==> src/hw/rtl/ers_pkg.sv <==
package ers_pkg;

  localparam int QUEUE_DEPTH = 16;
  localparam int START_TRACK = 40;
  localparam int TAG_W       = 8;
  localparam int TRACK_W     = 10;
  localparam int IDX_W       = $clog2(QUEUE_DEPTH);
  localparam int CNT_W       = $clog2(QUEUE_DEPTH + 1);

  localparam logic OP_ADD   = 1'b0;
  localparam logic OP_SERVE = 1'b1;

  typedef enum logic [2:0] {
    ST_IDLE,
    ST_EXEC,
    ST_SCAN,
    ST_CHECK,
    ST_REMOVE
  } ers_state_t;

  // controller -> datapath
  typedef struct packed {
    logic load_in;       // capture the incoming transaction
    logic do_add;        // store request at tail, post add result
    logic finish_empty;  // serve on empty queue, post null result
    logic scan_init;     // clear best candidate, scan index to 0
    logic scan_step;     // compare one entry, advance index
    logic flip;          // reverse sweep direction
    logic pick_head;     // FIFO policy: oldest entry is the pick
    logic remove;        // drop picked entry, post served result
  } ers_cmd_t;

  // datapath -> controller
  typedef struct packed {
    logic op_serve;
    logic empty;
    logic elevator;
    logic scan_last;
    logic found;
  } ers_stat_t;

endpackage

==> src/hw/rtl/ers_ctrl.sv <==
module ers_ctrl import ers_pkg::*; (
  input  logic      clk,
  input  logic      rst_n,
  input  logic      start,
  input  ers_stat_t stat,
  output ers_cmd_t  cmd,
  output logic      busy
);

  ers_state_t state_r, state_nxt;

  always_ff @(posedge clk) begin
    if (!rst_n) begin
      state_r <= ST_IDLE;
    end else begin
      state_r <= state_nxt;
    end
  end

  always_comb begin
    state_nxt = state_r;
    case (state_r)
      ST_IDLE: begin
        if (start) state_nxt = ST_EXEC;
      end
      ST_EXEC: begin
        if (!stat.op_serve || stat.empty) state_nxt = ST_IDLE;
        else if (!stat.elevator)          state_nxt = ST_REMOVE;
        else                              state_nxt = ST_SCAN;
      end
      ST_SCAN: begin
        if (stat.scan_last) state_nxt = ST_CHECK;
      end
      ST_CHECK: begin
        state_nxt = stat.found ? ST_REMOVE : ST_SCAN;
      end
      ST_REMOVE: begin
        state_nxt = ST_IDLE;
      end
      default: begin
        state_nxt = ST_IDLE;
      end
    endcase
  end

  always_comb begin
    cmd  = '0;
    busy = (state_r != ST_IDLE);
    case (state_r)
      ST_IDLE: begin
        cmd.load_in = start;
      end
      ST_EXEC: begin
        if (!stat.op_serve)     cmd.do_add       = 1'b1;
        else if (stat.empty)    cmd.finish_empty = 1'b1;
        else if (!stat.elevator) cmd.pick_head   = 1'b1;
        else                    cmd.scan_init    = 1'b1;
      end
      ST_SCAN: begin
        cmd.scan_step = 1'b1;
      end
      ST_CHECK: begin
        if (!stat.found) begin
          cmd.flip      = 1'b1;
          cmd.scan_init = 1'b1;
        end
      end
      ST_REMOVE: begin
        cmd.remove = 1'b1;
      end
      default: begin
        cmd = '0;
      end
    endcase
  end

  // an entry is only dropped after a pick was made
  a_remove_has_pick: assert property (@(posedge clk) disable iff (!rst_n)
    cmd.remove |-> stat.found)
    else $error("remove without a picked entry");

  // no new transaction while one is in flight
  a_load_idle: assert property (@(posedge clk) disable iff (!rst_n)
    cmd.load_in |-> (state_r == ST_IDLE))
    else $error("transaction captured while busy");

endmodule

==> src/hw/rtl/ers_dpath.sv <==
module ers_dpath import ers_pkg::*; (
  input  logic               clk,
  input  logic               rst_n,
  input  ers_cmd_t           cmd,
  output ers_stat_t          stat,
  input  logic               cfg_wr_en,
  input  logic               cfg_wr_data,
  input  logic               in_operation,
  input  logic [TAG_W-1:0]   in_request_tag,
  input  logic [TRACK_W-1:0] in_request_track,
  output logic               out_valid,
  output logic               out_served_valid,
  output logic [TAG_W-1:0]   out_served_tag,
  output logic [TRACK_W-1:0] out_served_track,
  output logic               out_add_accepted,
  output logic               out_sweep_up,
  output logic               out_queue_empty
);

  // queue storage, oldest at index 0
  logic [TRACK_W-1:0] track_q_r [QUEUE_DEPTH];
  logic [TAG_W-1:0]   tag_q_r   [QUEUE_DEPTH];

  logic [CNT_W-1:0]   count_r;
  logic [TRACK_W-1:0] head_r;
  logic               dir_r;
  logic               policy_r;

  logic               op_r;
  logic [TAG_W-1:0]   in_tag_r;
  logic [TRACK_W-1:0] in_track_r;

  logic [IDX_W-1:0]   scan_idx_r;
  logic               found_r;
  logic [IDX_W-1:0]   best_idx_r;
  logic [TRACK_W-1:0] best_track_r;
  logic [TAG_W-1:0]   best_tag_r;

  logic               res_strobe_r;
  logic               res_valid_r;
  logic [TAG_W-1:0]   res_tag_r;
  logic [TRACK_W-1:0] res_track_r;
  logic               res_accepted_r;
  logic               res_empty_r;

  logic [TRACK_W-1:0] cur_track;
  logic [TAG_W-1:0]   cur_tag;
  logic               cand;
  logic               add_ok;

  assign cur_track = track_q_r[scan_idx_r];
  assign cur_tag   = tag_q_r[scan_idx_r];
  assign add_ok    = (count_r < CNT_W'(QUEUE_DEPTH));

  // strict compares keep the oldest entry on equal tracks
  always_comb begin
    if (dir_r) begin
      cand = (cur_track >= head_r) && (!found_r || (cur_track < best_track_r));
    end else begin
      cand = (cur_track <= head_r) && (!found_r || (cur_track > best_track_r));
    end
  end

  assign stat.op_serve  = (op_r == OP_SERVE);
  assign stat.empty     = (count_r == '0);
  assign stat.elevator  = policy_r;
  assign stat.scan_last = ((CNT_W'(scan_idx_r) + CNT_W'(1)) == count_r);
  assign stat.found     = found_r;

  // queue storage: tail write on add, shift-down past the pick on remove
  always_ff @(posedge clk) begin
    for (int i = 0; i < QUEUE_DEPTH; i++) begin
      if (cmd.do_add && add_ok && (CNT_W'(i) == count_r)) begin
        track_q_r[i] <= in_track_r;
        tag_q_r[i]   <= in_tag_r;
      end else if (cmd.remove && (IDX_W'(i) >= best_idx_r) && (i < QUEUE_DEPTH - 1)) begin
        track_q_r[i] <= track_q_r[(i + 1) % QUEUE_DEPTH];
        tag_q_r[i]   <= tag_q_r[(i + 1) % QUEUE_DEPTH];
      end
    end
  end

  // control state
  always_ff @(posedge clk) begin
    if (!rst_n) begin
      count_r      <= '0;
      head_r       <= TRACK_W'(START_TRACK);
      dir_r        <= 1'b0;
      policy_r     <= 1'b1;
      res_strobe_r <= 1'b0;
    end else begin
      if (cfg_wr_en) policy_r <= cfg_wr_data;
      if (cmd.do_add && add_ok) count_r <= count_r + CNT_W'(1);
      if (cmd.remove) begin
        count_r <= count_r - CNT_W'(1);
        if (policy_r) head_r <= best_track_r;
      end
      if (cmd.flip) dir_r <= ~dir_r;
      res_strobe_r <= cmd.do_add | cmd.finish_empty | cmd.remove;
    end
  end

  // transaction capture, scan and result payload
  always_ff @(posedge clk) begin
    if (cmd.load_in) begin
      op_r       <= in_operation;
      in_tag_r   <= in_request_tag;
      in_track_r <= in_request_track;
    end

    if (cmd.scan_init) begin
      scan_idx_r <= '0;
      found_r    <= 1'b0;
    end else if (cmd.scan_step) begin
      scan_idx_r <= scan_idx_r + IDX_W'(1);
      if (cand) begin
        found_r      <= 1'b1;
        best_idx_r   <= scan_idx_r;
        best_track_r <= cur_track;
        best_tag_r   <= cur_tag;
      end
    end else if (cmd.pick_head) begin
      found_r      <= 1'b1;
      best_idx_r   <= '0;
      best_track_r <= track_q_r[0];
      best_tag_r   <= tag_q_r[0];
    end

    if (cmd.do_add) begin
      res_valid_r    <= 1'b0;
      res_tag_r      <= '0;
      res_track_r    <= '0;
      res_accepted_r <= add_ok;
      res_empty_r    <= !add_ok && (count_r == '0);
    end else if (cmd.finish_empty) begin
      res_valid_r    <= 1'b0;
      res_tag_r      <= '0;
      res_track_r    <= '0;
      res_accepted_r <= 1'b0;
      res_empty_r    <= 1'b1;
    end else if (cmd.remove) begin
      res_valid_r    <= 1'b1;
      res_tag_r      <= best_tag_r;
      res_track_r    <= best_track_r;
      res_accepted_r <= 1'b0;
      res_empty_r    <= (count_r == CNT_W'(1));
    end
  end

  assign out_valid        = res_strobe_r;
  assign out_served_valid = res_valid_r;
  assign out_served_tag   = res_tag_r;
  assign out_served_track = res_track_r;
  assign out_add_accepted = res_accepted_r;
  assign out_sweep_up     = dir_r;
  assign out_queue_empty  = res_empty_r;

  a_count_bound: assert property (@(posedge clk) disable iff (!rst_n)
    count_r <= CNT_W'(QUEUE_DEPTH))
    else $error("queue count beyond depth");

  a_remove_count: assert property (@(posedge clk) disable iff (!rst_n)
    cmd.remove |=> (count_r == $past(count_r) - CNT_W'(1)))
    else $error("remove did not drop exactly one entry");

  a_strobe_gap: assert property (@(posedge clk) disable iff (!rst_n)
    res_strobe_r |=> !res_strobe_r)
    else $error("back-to-back result strobes");

endmodule

==> src/hw/rtl/elevator_request_scheduler_core.sv <==
// Channel   | Handshake          | Payload
// ----------+--------------------+-------------------------------------------------
// input     | start & !busy      | in_operation, in_request_tag, in_request_track
// result    | out_valid (1 cyc)  | out_served_valid/tag/track, out_add_accepted,
//           |                    | out_sweep_up, out_queue_empty
// config    | cfg_wr_en          | cfg_wr_data (policy_elevator)
//
// One transaction at a time. An add or a serve on an empty queue ends in EXEC;
// a FIFO serve picks the head in EXEC and drops it in REMOVE; an elevator serve
// scans in SCAN, tests in CHECK, flips the sweep and rescans if none was found,
// then drops the pick in REMOVE. The single entry comparator visits one queue
// slot per cycle; the result strobe is registered from the ending state.
// Sync active-low reset: empty queue, head at START_TRACK, sweeping down,
// elevator policy. The result strobe cannot be stalled; busy drops in the
// strobe cycle, so a new transaction may be taken at the edge that ends it.
module elevator_request_scheduler_core import ers_pkg::*; (
  input  logic               clk,
  input  logic               rst_n,
  // input channel
  input  logic               start,
  output logic               busy,
  input  logic               in_operation,
  input  logic [TAG_W-1:0]   in_request_tag,
  input  logic [TRACK_W-1:0] in_request_track,
  // result channel
  output logic               out_valid,
  output logic               out_served_valid,
  output logic [TAG_W-1:0]   out_served_tag,
  output logic [TRACK_W-1:0] out_served_track,
  output logic               out_add_accepted,
  output logic               out_sweep_up,
  output logic               out_queue_empty,
  // policy register
  input  logic               cfg_wr_en,
  input  logic               cfg_wr_data
);

  ers_cmd_t  cmd;
  ers_stat_t stat;

  // sequencer: capture, scan passes, direction flip, removal
  ers_ctrl u_ctrl (
    .clk   (clk),
    .rst_n (rst_n),
    .start (start),
    .stat  (stat),
    .cmd   (cmd),
    .busy  (busy)
  );

  // queue, head/direction state, comparator and result registers
  ers_dpath u_dpath (
    .clk              (clk),
    .rst_n            (rst_n),
    .cmd              (cmd),
    .stat             (stat),
    .cfg_wr_en        (cfg_wr_en),
    .cfg_wr_data      (cfg_wr_data),
    .in_operation     (in_operation),
    .in_request_tag   (in_request_tag),
    .in_request_track (in_request_track),
    .out_valid        (out_valid),
    .out_served_valid (out_served_valid),
    .out_served_tag   (out_served_tag),
    .out_served_track (out_served_track),
    .out_add_accepted (out_add_accepted),
    .out_sweep_up     (out_sweep_up),
    .out_queue_empty  (out_queue_empty)
  );

endmodule
==> config.mk <==
export PLATFORM = sky130hd
export DESIGN_NAME = elevator_request_scheduler_core
export DESIGN_NICKNAME = d
export VERILOG_FILES = /design/src/hw/rtl/ers_pkg.sv /design/src/hw/rtl/ers_ctrl.sv /design/src/hw/rtl/ers_dpath.sv /design/src/hw/rtl/elevator_request_scheduler_core.sv
export SDC_FILE = /design/constraint.sdc
export NUM_CORES = 1
export LEC_CHECK = 0
export BUFFER_PORTS_ARGS = -buffer_cell sky130_fd_sc_hd__buf_4
export CORE_ASPECT_RATIO = 0.5
export CORE_MARGIN = 2
export CORE_UTILIZATION = 40
export CTS_CLUSTER_DIAMETER = 100
export DETAILED_ROUTE_END_ITERATION = 6
export GPL_TIMING_DRIVEN = 1
export HOLD_SLACK_MARGIN = 0.15
export SYNTH_ARGS = -nofsm -noshare
export SYNTH_HDL_FRONTEND = slang
export SYNTH_HIERARCHICAL = 1
export SYNTH_SLANG_ARGS = --single-unit
==> constraint.sdc <==
create_clock -name clk -period 6.2 [get_ports clk]
set_clock_uncertainty 0.15 [all_clocks]
set_input_delay 0 -clock clk [delete_from_list [all_inputs] [get_ports clk]]
set_output_delay 0 -clock clk [all_outputs]
set_load 0.05 [all_outputs]
; Word-level counts from Yosys, hierarchy flattened
; Memory sizes are Yosys's and may differ from the RTL's. A register that Yosys moved wholly into a read port is not among the register bits.
; Index checks and enable logic that the tools add are counted.
[classes]
n_addsub = 4
n_lt_le_gt_ge = 20
n_eq_ne = 24
mux = 160
bitwise = 34
n_reduce_logical = 54
[ops]
columns = op, n
row1 = two-way mux 10 bit, 19
row2 = two-way mux 8 bit, 19
row3 = two-way mux 1 bit, 102
row4 = equality test 4 x 5 -> 1 bit (first input constant), 8
row5 = two-way mux 4 bit, 9
row6 = logical AND 1 bit, 35
row7 = OR 1 bit, 32
row8 = greater-or-equal comparator 4 bit (first input constant), 7
row9 = equality test 3 x 5 -> 1 bit (first input constant), 4
row10 = greater-or-equal comparator 3 x 4 -> 1 bit (first input constant), 4
row11 = two-way mux 3 bit, 5
row12 = one-hot mux 3 bit (4 select lines), 1
row13 = equality test 2 x 5 -> 1 bit (first input constant), 2
row14 = greater-or-equal comparator 10 bit, 1
row15 = greater-than comparator 10 bit, 1
row16 = less-or-equal comparator 10 bit, 1
row17 = < comparator 10 bit, 1
row18 = two-way mux 5 bit, 2
row19 = OR reduction 10 bit, 1
row20 = greater-or-equal comparator 1 x 4 -> 1 bit (first input constant), 2
row21 = greater-or-equal comparator 2 x 4 -> 1 bit (first input constant), 2
row22 = OR reduction 8 bit, 1
row23 = equality test 3 x 2 -> 1 bit (second input constant), 2
row24 = AND reduction 2 bit, 3
row25 = other kinds (23), 32
[totals]
reg_bits = 88
ram_bits = 288
inputBits = 24
word_cells = 317
n_memories = 2
[mem_list]
columns = memory, words, word_bits, rd, rd_ports_with_merged_regs, write_ports, line
row1 = u_dpath.track_q_r, 16, 10, 17, 1, 15, ers_dpath.sv:21  ; logic [TRACK_W-1:0] track_q_r [QUEUE_DEPTH];
row2 = u_dpath.tag_q_r, 16, 8, 17, 1, 15, ers_dpath.sv:22  ; logic [TAG_W-1:0] tag_q_r [QUEUE_DEPTH];

; Logic depth before layout (Yosys ltp)
; Gate-level depths: netlist (run 1).
[logic_depth]
depth_word = 10
depth_mapped = 13
ltp_nobuf = 10

; Hierarchy
; Netlist (run 1), hierarchy kept.
[modules_own_cells]
columns = module, instances, cells_each, area_per_inst_um2, seq_area_each_um2
row1 = ers_dpath, 1, 1132, 18400.1, 10860.4
row2 = ers_ctrl, 1, 29, 259.0, 60.1

; Least setup slack after synthesis (run 1)
; No wires, ideal clock.
[synth_timing]
path_kind = reg2reg
startpoint = reg (tool-made name)
endpoint = reg u_dpath.best_idx_r[0] (enable)
setup_ps = 435
arrival_ps = 4636
setup_slack_ps = 979
path_stages_with_launch = 12
period_less_slack_ps = 5221
path_cell_list = dfxtp_1 -> buf_6 -> buf_6 -> mux4_1 -> mux4_2 -> ha_1 -> a211oi_1 -> nor2_1 -> or3_1 -> o32ai_1 -> o21ai_0 -> a211oi_1
[synth_lines]
columns = item, line
row1 = end signal: assignment, ers_dpath.sv:118  ; best_idx_r <= scan_idx_r;
row2 = end: declaration, ers_dpath.sv:35  ; logic [IDX_W-1:0] best_idx_r;

==> metrics.md, run 1 <==
| Metric | Value |
|---|---|
| GRT overflow | 0 |
| Reg area | between 0.01 and 0.015 sq mm |
| Most used flip-flop cell after synthesis | edfxtp_1 |
| Yosys warns | 6 |
| Rows | 55 |
| Core footprint | between 0.04 and 0.05 sq mm |
| Final Critical Period | about 4.8 ns |
| Crit start category | flop |
| Die Y | between 150 and 200 um |
| Largest net degree at the start of global routing | 45 |
| Setup_tns | 0 ns |
| Cells after DPL | around 1800 |
| Crit path max fanout | 36 |
| Non-filler cells, final | between 1500 and 2000 |
| Footprint of the multi-input gates | about 0.0072 sq mm |
| Status | finished, final reports clean |
| Post-Syn Area per Cell | roughly 16 sq um |
| Dominant cells by area after synthesis | edfxtp_1 (53%), mux2_2 (17%), mux4_2 (9.3%), dfxtp_1 (5.3%), mux4_1 (1.8%) |
| Post-layout instance area | 0.0214 sq mm |
| Initial Util | 0.409 |
| Slew Limit Fails | 0 |
| Critical path type | reg -> reg |
| Routability Congestion | 0.799 |
| Crit-path slowest cell | dfxtp_4 |
| Post-synth top area cell | edfxtp_1 |
| Area grow syn2layout | 14.6% |
| Cell area after synthesis | between 0.015 and 0.02 sq mm |
| Post-CTS Setup Bufs | 0 |
| Synth top cells by count | edfxtp_1 (331), mux2_2 (288), mux4_2 (77) |
| DRT antenna net count | 0 |
| Reg2Reg Depth | 11 |
| Max transition margin | 0.215 |
| FFs w/ async S/R, synth | 0 |
| Leak pwr | roughly 7.3 nW |
| Port Buffer Count | 47 |
| Worst-margin pin slew | about 1.2 ns |
| Post-layout util | 0.469 |
| WL final | 49400 um |
| Total global-route track usage | 0.205 |
| First-pass GRT wire length | a little over 70000 um |
| Max-Cap Viols | 0 |
| Tcrit/Tclk final | 0.770 |
| Die Area | approximately 0.048 sq mm |
| Hold Violations, Final | 0 |
| Critical path arrival | about 4.8 ns |
| #FFs+latches synth | between 300 and 400 |
| Register area share after synthesis | 0.585 |
| CTS root buffer | clkbuf_16 |
| TritonCTS clock tree | built |
| Initial DRC Count | 1011 |
| Number of global-route vias before repair | ~11000 |
| Share of cells above drive strength 1 | 0.402 |
| Clock transition at the registers of the reported paths | ~0.060 ns |
| Count leader, synth | edfxtp_1 |
| Area after DPL | ~0.020 sq mm |
| Chip width | about 310 um |
| Power density cells | around 290 mW/mm^2 |
| Hold crit path type | in -> reg |
| Synth cell types | between 50 and 60 |
| Crit path capture | u_dpath/best_tag_r[1]$_DFFE_PP_ |
| CP max stage delay | between 0.8 and 0.9 ns |
| Final #Nets | about 1300 |
| DR pass1 iterations | 5 |
| Crit path required time | approximately 6.3 ns |
| # DRC | 0 |
| DR vias/cell | 5.70 |
| CTS resizes | 0 |
| Max Fclk | roughly 210 MHz |
| Clock Path Buffers | 3 |
| Routed len/inst | around 26 um |
| IO Pins | 48 |
| RSZ-0062 raised after global routing | false |
| Post-Syn Instances | 1161 |
| Layout fillers | ~3900 |
| Tot Pwr | between 0.006 and 0.007 W |
| CP endpoint kind | flop |
| Reg-to-Reg End | u_dpath/best_tag_r[1]$_DFFE_PP_ |
| H-tree depth | 2 |
| Vias | roughly 11000 |
| Final-report setup violation count | 0 |
| Post-synth EDFFs | between 300 and 400 |
| ANT cells | 0 |
| Peak VDD IR | about 160 uV |
| Crit path cell chain | buf_4, mux4_2, mux4_2, ha_1, a21o_1, nand3_1, a21oi_1, o32ai_1, o21ai_0, a211oi_4, buf_4 |
| Synth top area share | 0.533 |
| DPL Wire Length | roughly 31000 um |
| Post-Syn Nets | 1212 |
| Num CTS Buffers | 40 |
| Clock Sinks | between 300 and 400 |
| FF-to-FF setup slack | 1.43 ns |
| Clock Latency Late Sink | between 0.5 and 0.6 ns |
| Initial antenna violation count | 0 |
## how the worst min path moves through the flow
stage / startpoint / to / slack, ns / cells after the start
3_3_place_gp: in_request_track[1] / u_dpath/in_track_r[1]$_DFFE_PP_ / 0.03 / 1
4_1_cts: rst_n / u_dpath/head_r[5]$_SDFFE_PN1P_ / 0.18 / 3
5_1_grt: rst_n / u_dpath/head_r[5]$_SDFFE_PN1P_ / 0.20 / 3
3_5_place_dp: in_request_track[0] / u_dpath/in_track_r[0]$_DFFE_PP_ / 0.03 / 1
2_1_floorplan: in_request_tag[0] / u_dpath/in_tag_r[0]$_DFFE_PP_ / -0.05 / 0
6_report: rst_n / u_dpath/head_r[5]$_SDFFE_PN1P_ / 0.19 / 3
## power by group
group	internal (W)	leakage, nW	total (W)	switching [W]
combinational	0.000483	3.27	0.000824	0.000341
clock	0.00133	0.609	0.00233	0.000994
sequential	0.00282	3.38	0.00296	0.000138
total	0.00464	7.26	0.00611	0.00147
## per-stage QoR
| step | hold slack, ns | worst slack, ns |
|---|---|---|
| floorplan | -0.0511 | 0.979 |
| global placement | 0.0297 | 1.53 |
| detailed placement | 0.0295 | 1.41 |
| CTS | 0.178 | 1.41 |
| global route | 0.198 | 1.20 |
| finish | 0.194 | 1.43 |
## final cells by class
type,instances,area share
Inverter,30,0.00526
Sequential cell,380,0.511
Clock inverter,21,0.00836
Clock buffer,49,0.0494
Multi-Input combinational cell,672,0.339
Tap cell,627,0.0367
Timing Repair Buffer,130,0.0508
## layout by cell type (no fill, tap or decap), types with 2 or more instances in the layout
master / instances
dfxtp_1: 47
dlygate4sd3_1: 44
o31ai_1: 2
a21boi_0: 8
mux4_1: 13
nand4_1: 5
o211ai_1: 2
xor2_1: 5
dfxtp_4: 2
clkinv_1: 9
inv_1: 30
edfxtp_1: 331
a21oi_1: 15
o21ai_0: 11
mux4_2: 77
nor2b_1: 7
mux2i_1: 21
clkbuf_1: 8
nand2_1: 60
clkinv_2: 7
a21o_1: 4
mux2_2: 288
nor4_1: 3
and3_1: 4
ha_1: 27
clkbuf_16: 41
a32oi_1: 2
and2_1: 11
or3_1: 3
nor3b_2: 2
buf_4: 86
o32ai_1: 2
xnor2_1: 7
nand2b_1: 5
nor2_1: 39
nor3_1: 7
bufinv_16: 3
nand3_1: 20
## layer usage
layer,vias up,GRT usage,routed length (um)
met4,0,0.0476,926
met2,405,0.312,21700
met3,70,0.0470,3930
li1,4730,-,-
met1,5681,0.297,22900
met5,-,0,0
## critical path, delay by kind of cell (launching register included)
family,cells,cell delay (ns)
multiplexers,2,1.13
AO/OA/AOI/OAI,5,1.11
flip-flops,1,0.82
adder cells (fa/ha/maj),1,0.33
AND/OR/NAND/NOR,1,0.07
buffers and inverters,2,0.77
## registers in the layout (all words and copies together), names as in the netlist, named ones only
register	flops
u_dpath/policy_r	1
u_dpath/best_track_r	10
u_dpath/head_r	10
u_dpath/best_idx_r	4
u_dpath/scan_idx_r	4
u_dpath/out_valid	1
u_dpath/out_served_valid	1
u_dpath/in_track_r	10
u_dpath/tag_q_r	128
u_dpath/best_tag_r	8
u_ctrl/state_r	3
u_dpath/out_queue_empty	1
u_dpath/in_tag_r	8
u_dpath/count_r	5
u_dpath/out_add_accepted	1
u_dpath/track_q_r	160
u_dpath/found_r	1
u_dpath/out_sweep_up	1
u_dpath/op_r	1
u_dpath/out_served_tag	8
u_dpath/out_served_track	10
## cell families after synthesis
logic type	share of synthesized area
buf+inv	0.0282
fa+ha+maj	0.0181
flops	0.585
xor+xnor	0.00563
compound gates	0.0210
simple gates	0.0455
mux	0.296
## what timing repair did
| item | in CTS | in global routing |
|---|---|---|
| endpoints found under the hold margin | 59 | 0 |
| hold buffers | 44 | 0 |
| setup endpoints to repair | 0 | 0 |
No activity file was read; power rests on OpenSTA's default activity.
==> run 2, diff against run 1 <==
clock period = 4.8 ns   (was 6.2 ns; I/O delays follow)
==> run 2 against run 1 <==
Compared with the run above: clock power up 34%; fmax up 7.2%; total power is 32% higher; worst setup slack worse by 1.1 ns.
==> metrics.md, run 2 (synthesized netlist as in run 1, its figures left out) <==
| Metric | Value |
|---|---|
| Status | finished, final reports clean |
| Critical path type | reg -> reg |
| Vias | 11000 (+1.1%) |
| Tcrit/Tclk final | 0.928 (+0.158) |
| Port Buffer Count | 47 (unchanged) |
| Die Area | 0.0485 sq mm (unchanged) |
| Peak VDD IR | 220 uV (+42%) |
| Initial DRC Count | 1143 (+13%) |
| DRT antenna net count | 0 (unchanged) |
| Crit-path slowest cell | dfxtp_4 |
| Share of cells above drive strength 1 | 0.408 (+0.00526) |
| Reg with most FFs | u_dpath/track_q_r |
| Largest net degree at the start of global routing | 45 (unchanged) |
| Rows | 55 (unchanged) |
| Clock Latency Late Sink | 0.53 ns (about the same) |
| Total global-route track usage | 0.206 (+0.00112) |
| # DRC | 0 (unchanged) |
| Hold crit path type | in -> reg |
| H-tree depth | 2 (unchanged) |
| Tot Pwr | 0.00807 W (+32%) |
| Final #Nets | 1313 (+0.61%) |
| GRT overflow | 0 (unchanged) |
| DR pass1 iterations | 5 (unchanged) |
| Chip width | 309 um (unchanged) |
| Num CTS Buffers | 38 (-5.0%) |
| Layout fillers | 3934 (+0.59%) |
| DR vias/cell | 5.74 (+0.72%) |
| ANT cells | 0 (unchanged) |
| Power density cells | 375 mW/mm^2 (+31%) |
| Max Fclk | 225 MHz (+7.2%) |
| Max transition margin | 0.252 (+0.0364) |
| Setup_tns | 0 ns (unchanged) |
| CP endpoint kind | flop |
| Critical path arrival | 4.50 ns (-0.33 ns) |
| Max reg flops | 160 (unchanged) |
| Footprint of the multi-input gates | 0.00724 sq mm (-0.10%) |
| WL final | 49200 um (-0.47%) |
| Crit path cell chain | mux4_1, mux4_2, ha_1, a211oi_1, nor2_1, or3_1, o32ai_1, o21ai_0, a211oi_4, buf_4 |
| Final-report setup violation count | 0 (unchanged) |
| Cells after DPL | 1805 (+0.56%) |
| Met3 capacity usage during global routing | 0.0412 (-0.00582) |
| Initial antenna violation count | 0 (unchanged) |
| Worst-margin pin slew | 1.12 ns (-0.0517 ns) |
| Clock Path Buffers | 3 (unchanged) |
| CP max stage delay | 0.66 ns (-0.16 ns) |
| Reg area | 0.0109 sq mm (unchanged) |
| Area grow syn2layout | 15.4% |
| Clock transition at the registers of the reported paths | 0.06 ns (about the same) |
| Routed len/inst | 25.6 um (-0.88%) |
| Crit path max fanout | 23 (-36%) |
| Max-Cap Viols | 0 (unchanged) |
| Routability Congestion | 0.885 (+11%) |
| Commonest cells after routing, fill and taps aside | edfxtp_1 (331), mux2_2 (288), buf_4 (95), mux4_2 (77), nand2_1 (60) |
| Met1 global-route usage | 0.300 (+0.00273) |
| M2 GR Usage | 0.319 (+0.00724) |
| Crit path required time | 4.85 ns (-1.41 ns) |
| Grt peak-use layer | met2 |
| Clock Sinks | 380 (unchanged) |
| Final Critical Period | 4.45 ns (-0.321 ns) |
| Number of global-route vias before repair | 11100 (+1.8%) |
| TritonCTS clock tree | built |
| First-pass GRT wire length | 73500 um (+1.8%) |
| Slew Limit Fails | 0 (unchanged) |
| Leak pwr | 7.33 nW (+0.93%) |
| CTS resizes | 0 (unchanged) |
| Die Y | 157 um (unchanged) |
| Non-filler cells, final | 1917 (+0.42%) |
| DPL Wire Length | 31600 um (+0.96%) |
| Hold Violations, Final | 0 (unchanged) |
| Largest regs | u_dpath/track_q_r (160), u_dpath/tag_q_r (128) |
| CTS root buffer | clkbuf_16 |
| IO Pins | 48 (unchanged) |
| Crit start category | flop |
| Core footprint | 0.0456 sq mm (unchanged) |
| RSZ-0062 raised after global routing | false |
| Most common library cell in the layout ignoring fill and taps | edfxtp_1 |
| Initial Util | 0.409 (unchanged) |
## run 2: metal layers
metal,vias up,share of wire
li1,4745,-
met4,0,0.016
met1,5752,0.47
met5,-,0
met3,74,0.071
met2,439,0.45
## run 2: final cells by class
| cell class | instances | area share |
|---|---|---|
| sequential | 380 | 0.507 |
| multi-input combinational | 672 | 0.336 |
| timing repair buffer | 140 | 0.0545 |
| clock buffer | 51 | 0.0503 |
| tap | 627 | 0.0364 |
| clock inverter | 17 | 0.00999 |
| inverter | 30 | 0.00523 |
## run 2: what timing repair did
action	CTS	global route
hold endpoints to repair	59	0
setup buffers	0	0
hold buffers	44	0
## run 2: report_power, final
| part | leakage [nW] | switching [W] | internal, W | total [W] |
|---|---|---|---|---|
| registers | 3.38 | 0.000144 | 0.00364 | 0.00378 |
| logic | 3.32 | 0.000498 | 0.000651 | 0.00115 |
| clock network | 0.621 | 0.00127 | 0.00186 | 0.00313 |
## run 2: critical path: cells and delay by family (launching register included)
family	cells	cell delay (ns)
flops	1	0.66
mux	2	1.17
fa+ha+maj	1	0.32
simple gates	2	0.43
compound gates	4	1.04
buf+inv	1	0.33
## run 2: final timing paths
check,start,end,slack (ns),depth (start not counted)
worst max-delay path,flop,u_dpath/best_tag_r[0]$_DFFE_PP_,0.35,10
worst min register to register,u_dpath/head_r[4]$_SDFFE_PN0P_,u_dpath/head_r[4]$_SDFFE_PN0P_,0.31,2
worst min-delay path,rst_n,u_dpath/head_r[3]$_SDFFE_PN1P_,0.21,3
worst max register to register,flop,u_dpath/best_tag_r[0]$_DFFE_PP_,0.35,10
## run 2: metrics by stage
stage                      util  instance area [sq um]  setup WS, ns  hold slack, ns
after floorplan               -                  18700         0.307         -0.0511
after global placement    0.434                  19800         0.401          0.0280
after detailed placement  0.434                  19800         0.372          0.0293
after CTS                 0.472                  21500         0.349           0.205
after global routing      0.472                  21500        0.0927           0.220
final                     0.472                  21500         0.347           0.215
==> run 3, diff against run 2 <==
ABC_AREA = 1   (was default)
==> run 3 against run 2 <==
Compared with the run above: via count increased by 22%; clock power decreased by 4%; sequential share of layout area decreased by 0.30 points; global-route usage decreased by 0.97 points; sequential power about the same; combinational power increased by 140%; die area increased by 3.1%; register-to-register slack improved by 0.64 ns; first-iteration DRC count increased by 1.9%; synthesized cell count increased by 59%; flip-flop and latch count unchanged; critical endpoint is now u_dpath/best_tag_r[3]$_DFFE_PP_; largest cell class unchanged; largest power group unchanged.
==> metrics.md, run 3 <==
| Metric | Value |
|---|---|
| #FFs+latches synth | 380 (unchanged) |
| Most common library cell in the layout ignoring fill and taps | edfxtp_1 |
| CTS resizes | 0 (unchanged) |
| TritonCTS clock tree | built |
| Max reg flops | 160 (unchanged) |
| Largest regs | u_dpath/track_q_r (160), u_dpath/tag_q_r (128) |
| Post-synthesis mux area share | 0.100 (-0.196) |
| Largest family of logic cells by synthesized area | compound AO/OA/AOI/OAI gates |
| Initial Util | 0.408 (-0.000907) |
| Crit start category | flop |
| FFs w/ async S/R, synth | 0 (unchanged) |
| CTS root buffer | clkbuf_16 |
| Rows | 56 (+1.8%) |
| Non-filler cells, final | 2543 (+33%) |
| Clock Sinks | 380 (unchanged) |
| Vias | 13500 (+22%) |
| Setup_tns | 0 ns (unchanged) |
| Post-Syn Area per Cell | 10.4 sq um (-35%) |
| Dominant cells by area after synthesis | edfxtp_1 (52%), o21ai_0 (7.4%), mux2_2 (7.0%), dfxtp_1 (5.1%), nand2_1 (4.9%) |
| Hold crit path type | in -> reg |
| Final-report setup violation count | 0 (unchanged) |
| DPL Wire Length | 32800 um (+3.7%) |
| Peak VDD IR | 376 uV (+70%) |
| Number of global-route vias before repair | 12700 (+14%) |
| Clock Path Buffers | 3 (unchanged) |
| Max transition margin | 0.182 (-0.0700) |
| First-pass GRT wire length | 76600 um (+4.3%) |
| Chip width | 314 um (+1.5%) |
| Max Fclk | 262 MHz (+17%) |
| Synth top area share | 0.517 (-0.0161) |
| Hold Violations, Final | 0 (unchanged) |
| Post-Syn Nets | 1895 (+56%) |
| Post-synth EDFFs | 331 (unchanged) |
| Worst hold slack | 0.193 ns (-0.0214 ns) |
| Num CTS Buffers | 39 (+2.6%) |
| Die Area | 0.0500 sq mm (+3.1%) |
| CP endpoint kind | flop |
| Cell area after synthesis | 0.0192 sq mm (+3.1%) |
| Max-Cap Viols | 0 (unchanged) |
| Slew Limit Fails | 0 (unchanged) |
| GRT overflow | 0 (unchanged) |
| Post-CTS Setup Bufs | 0 (unchanged) |
| Status | finished, final reports clean |
| WL final | 49000 um (-0.29%) |
| ANT cells | 0 (unchanged) |
| Commonest cells after routing, fill and taps aside | edfxtp_1 (331), o21ai_0 (281), nand2_1 (250), inv_1 (190), a21oi_1 (141) |
| Most used flip-flop cell after synthesis | edfxtp_1 |
| Routed len/inst | 19.3 um (-25%) |
| Crit path max fanout | 57 (+150%) |
| Clock Latency Late Sink | 0.55 ns (+0.02 ns) |
| Tcrit/Tclk final | 0.794 (-0.134) |
| Final Critical Period | 3.81 ns (-0.641 ns) |
| Final #Nets | 1930 (+47%) |
| Crit path required time | 4.90 ns (+0.05 ns) |
| Post-Syn Instances | 1844 (+59%) |
| Power density cells | 441 mW/mm^2 (+18%) |
| Area after DPL | 0.0200 sq mm (+0.95%) |
| Core footprint | 0.0472 sq mm (+3.4%) |
| Post-synthesis adder-cell area fraction | 0.0176 (-0.000549) |
| Routability Congestion | 0.872 (-1.4%) |
| Initial DRC Count | 1165 (+1.9%) |
| Post-layout instance area | 0.0217 sq mm (+0.58%) |
| IO Pins | 48 (unchanged) |
| # DRC | 0 (unchanged) |
| Complex-gate fraction of the synthesized area | 0.135 (+0.114) |
| Leak pwr | 8.51 nW (+16%) |
| Largest net degree at the start of global routing | 147 (+230%) |
| Post-synth top area cell | edfxtp_1 |
| DRT antenna net count | 0 (unchanged) |
| Synth top cells by count | edfxtp_1 (331), o21ai_0 (283), nand2_1 (250) |
| Initial antenna violation count | 0 (unchanged) |
| Worst-margin pin slew | 1.23 ns (+0.105 ns) |
| Total global-route track usage | 0.196 (-0.00967) |
| Reg with most FFs | u_dpath/track_q_r |
| Register area share after synthesis | 0.568 (-0.0177) |
| Synth cell types | 46 (-18%) |
| Die Y | 159 um (+1.5%) |
| Area grow syn2layout | 12.6% |
| Cells after DPL | 2431 (+35%) |
| Count leader, synth | edfxtp_1 |
| RSZ-0062 raised after global routing | false |
| DR vias/cell | 5.30 (-7.7%) |
| Yosys warns | 6 (unchanged) |
| Share of cells above drive strength 1 | 0.165 (-0.243) |
| Cts hold-fix bufs | 45 (+2.3%) |
| Clock transition at the registers of the reported paths | 0.06 ns (about the same) |
| Simple-gate share of the synthesized area | 0.106 (+0.0605) |
| XOR/XNOR Fraction of Synth Area | 0.00228 (-0.00336) |
| H-tree depth | 2 (unchanged) |
| Port Buffer Count | 47 (unchanged) |
| Critical path arrival | 3.91 ns (-0.59 ns) |
| DR pass1 iterations | 5 (unchanged) |
| Critical path type | reg -> reg |
-- run 3: changes by cell type after synthesis, sizes merged, moves of 55 or more --
cell | previous run | this run
mux2 | 288 | 161
a21oi | 15 | 141
inv | 30 | 197
nand2 | 60 | 267
nand3 | 20 | 86
o21ai | 13 | 289
mux4 | 90 | 0
nor2 | 40 | 95
-- run 3: power by group --
| group | internal, W | switching, W |
|---|---|---|
| clock network | 0.00172 | 0.00128 |
| logic | 0.000904 | 0.00185 |
| registers | 0.00369 | 0.000124 |
| total | 0.00631 | 0.00325 |
-- run 3: worst max-delay path: stages, from the launching register on --
cell and delay, ns:
dfxtp_2 0.34, buf_4 0.62, a21oi_1 0.07, o21ai_0 0.11, nand3_1 0.09, o211ai_1 0.26, nand2_1 0.21, ha_1 0.35
nand2_1 0.07, nor2_1 0.18, nand3_1 0.09, nand3_1 0.10, nand2_1 0.06, nand2_1 0.06, nand2_1 0.05, nand3_1 0.06
nand2_1 0.07, inv_1 0.32, buf_12 0.20
-- run 3: logic make-up after synthesis --
| kind of cell | count (synthesis) |
|---|---|
| AOI/OAI and AO/OA | 491 |
| and+or+nand+nor | 460 |
| DFF | 380 |
| buffers and inverters | 320 |
| muxes | 161 |
| adders and majority gates | 27 |
| xor gates and xnor gates | 5 |
-- run 3: per-stage QoR --
stage                     utilization  total power, W  setup slack, ns
after global placement          0.424         0.00653             1.00
final                           0.459         0.00956            0.989
after CTS                       0.459         0.00958             1.01
after detailed placement        0.424         0.00654             1.05
after floorplan                     -         0.00570             1.67
after global routing            0.459          0.0101            0.635
-- run 3: routing by layer --
metal / track usage / up-vias / share of wire
met1: 0.310 / 6350 / 0.49
met3: 0.0468 / 45 / 0.097
met2: 0.270 / 546 / 0.40
met5: 0 / - / 0
li1: - / 6535 / -
met4: 0.0378 / 0 / 0.014
-- run 3: path summary, 6_finish.rpt --
check                                         start                                      to  slack [ns]  cells past startpoint
max                                            flop         u_dpath/best_tag_r[3]$_DFFE_PP_        0.99                     18
min                                           rst_n          u_dpath/head_r[5]$_SDFFE_PN1P_        0.19                      3
max reg2reg                                    flop         u_dpath/best_tag_r[3]$_DFFE_PP_        0.99                     18
min reg2reg  u_dpath/out_served_tag[6]$_SDFFE_PP0P_  u_dpath/out_served_tag[6]$_SDFFE_PP0P_        0.31                      2
-- run 3: area by class of cell --
class,count,area (sq um)
fill,4314,25500
tap,638,798
multi-input combinational,1144,6950
timing repair buffer,115,1000
clock buffer,48,1050
clock inverter,19,174
sequential,380,10900
inverter,199,756
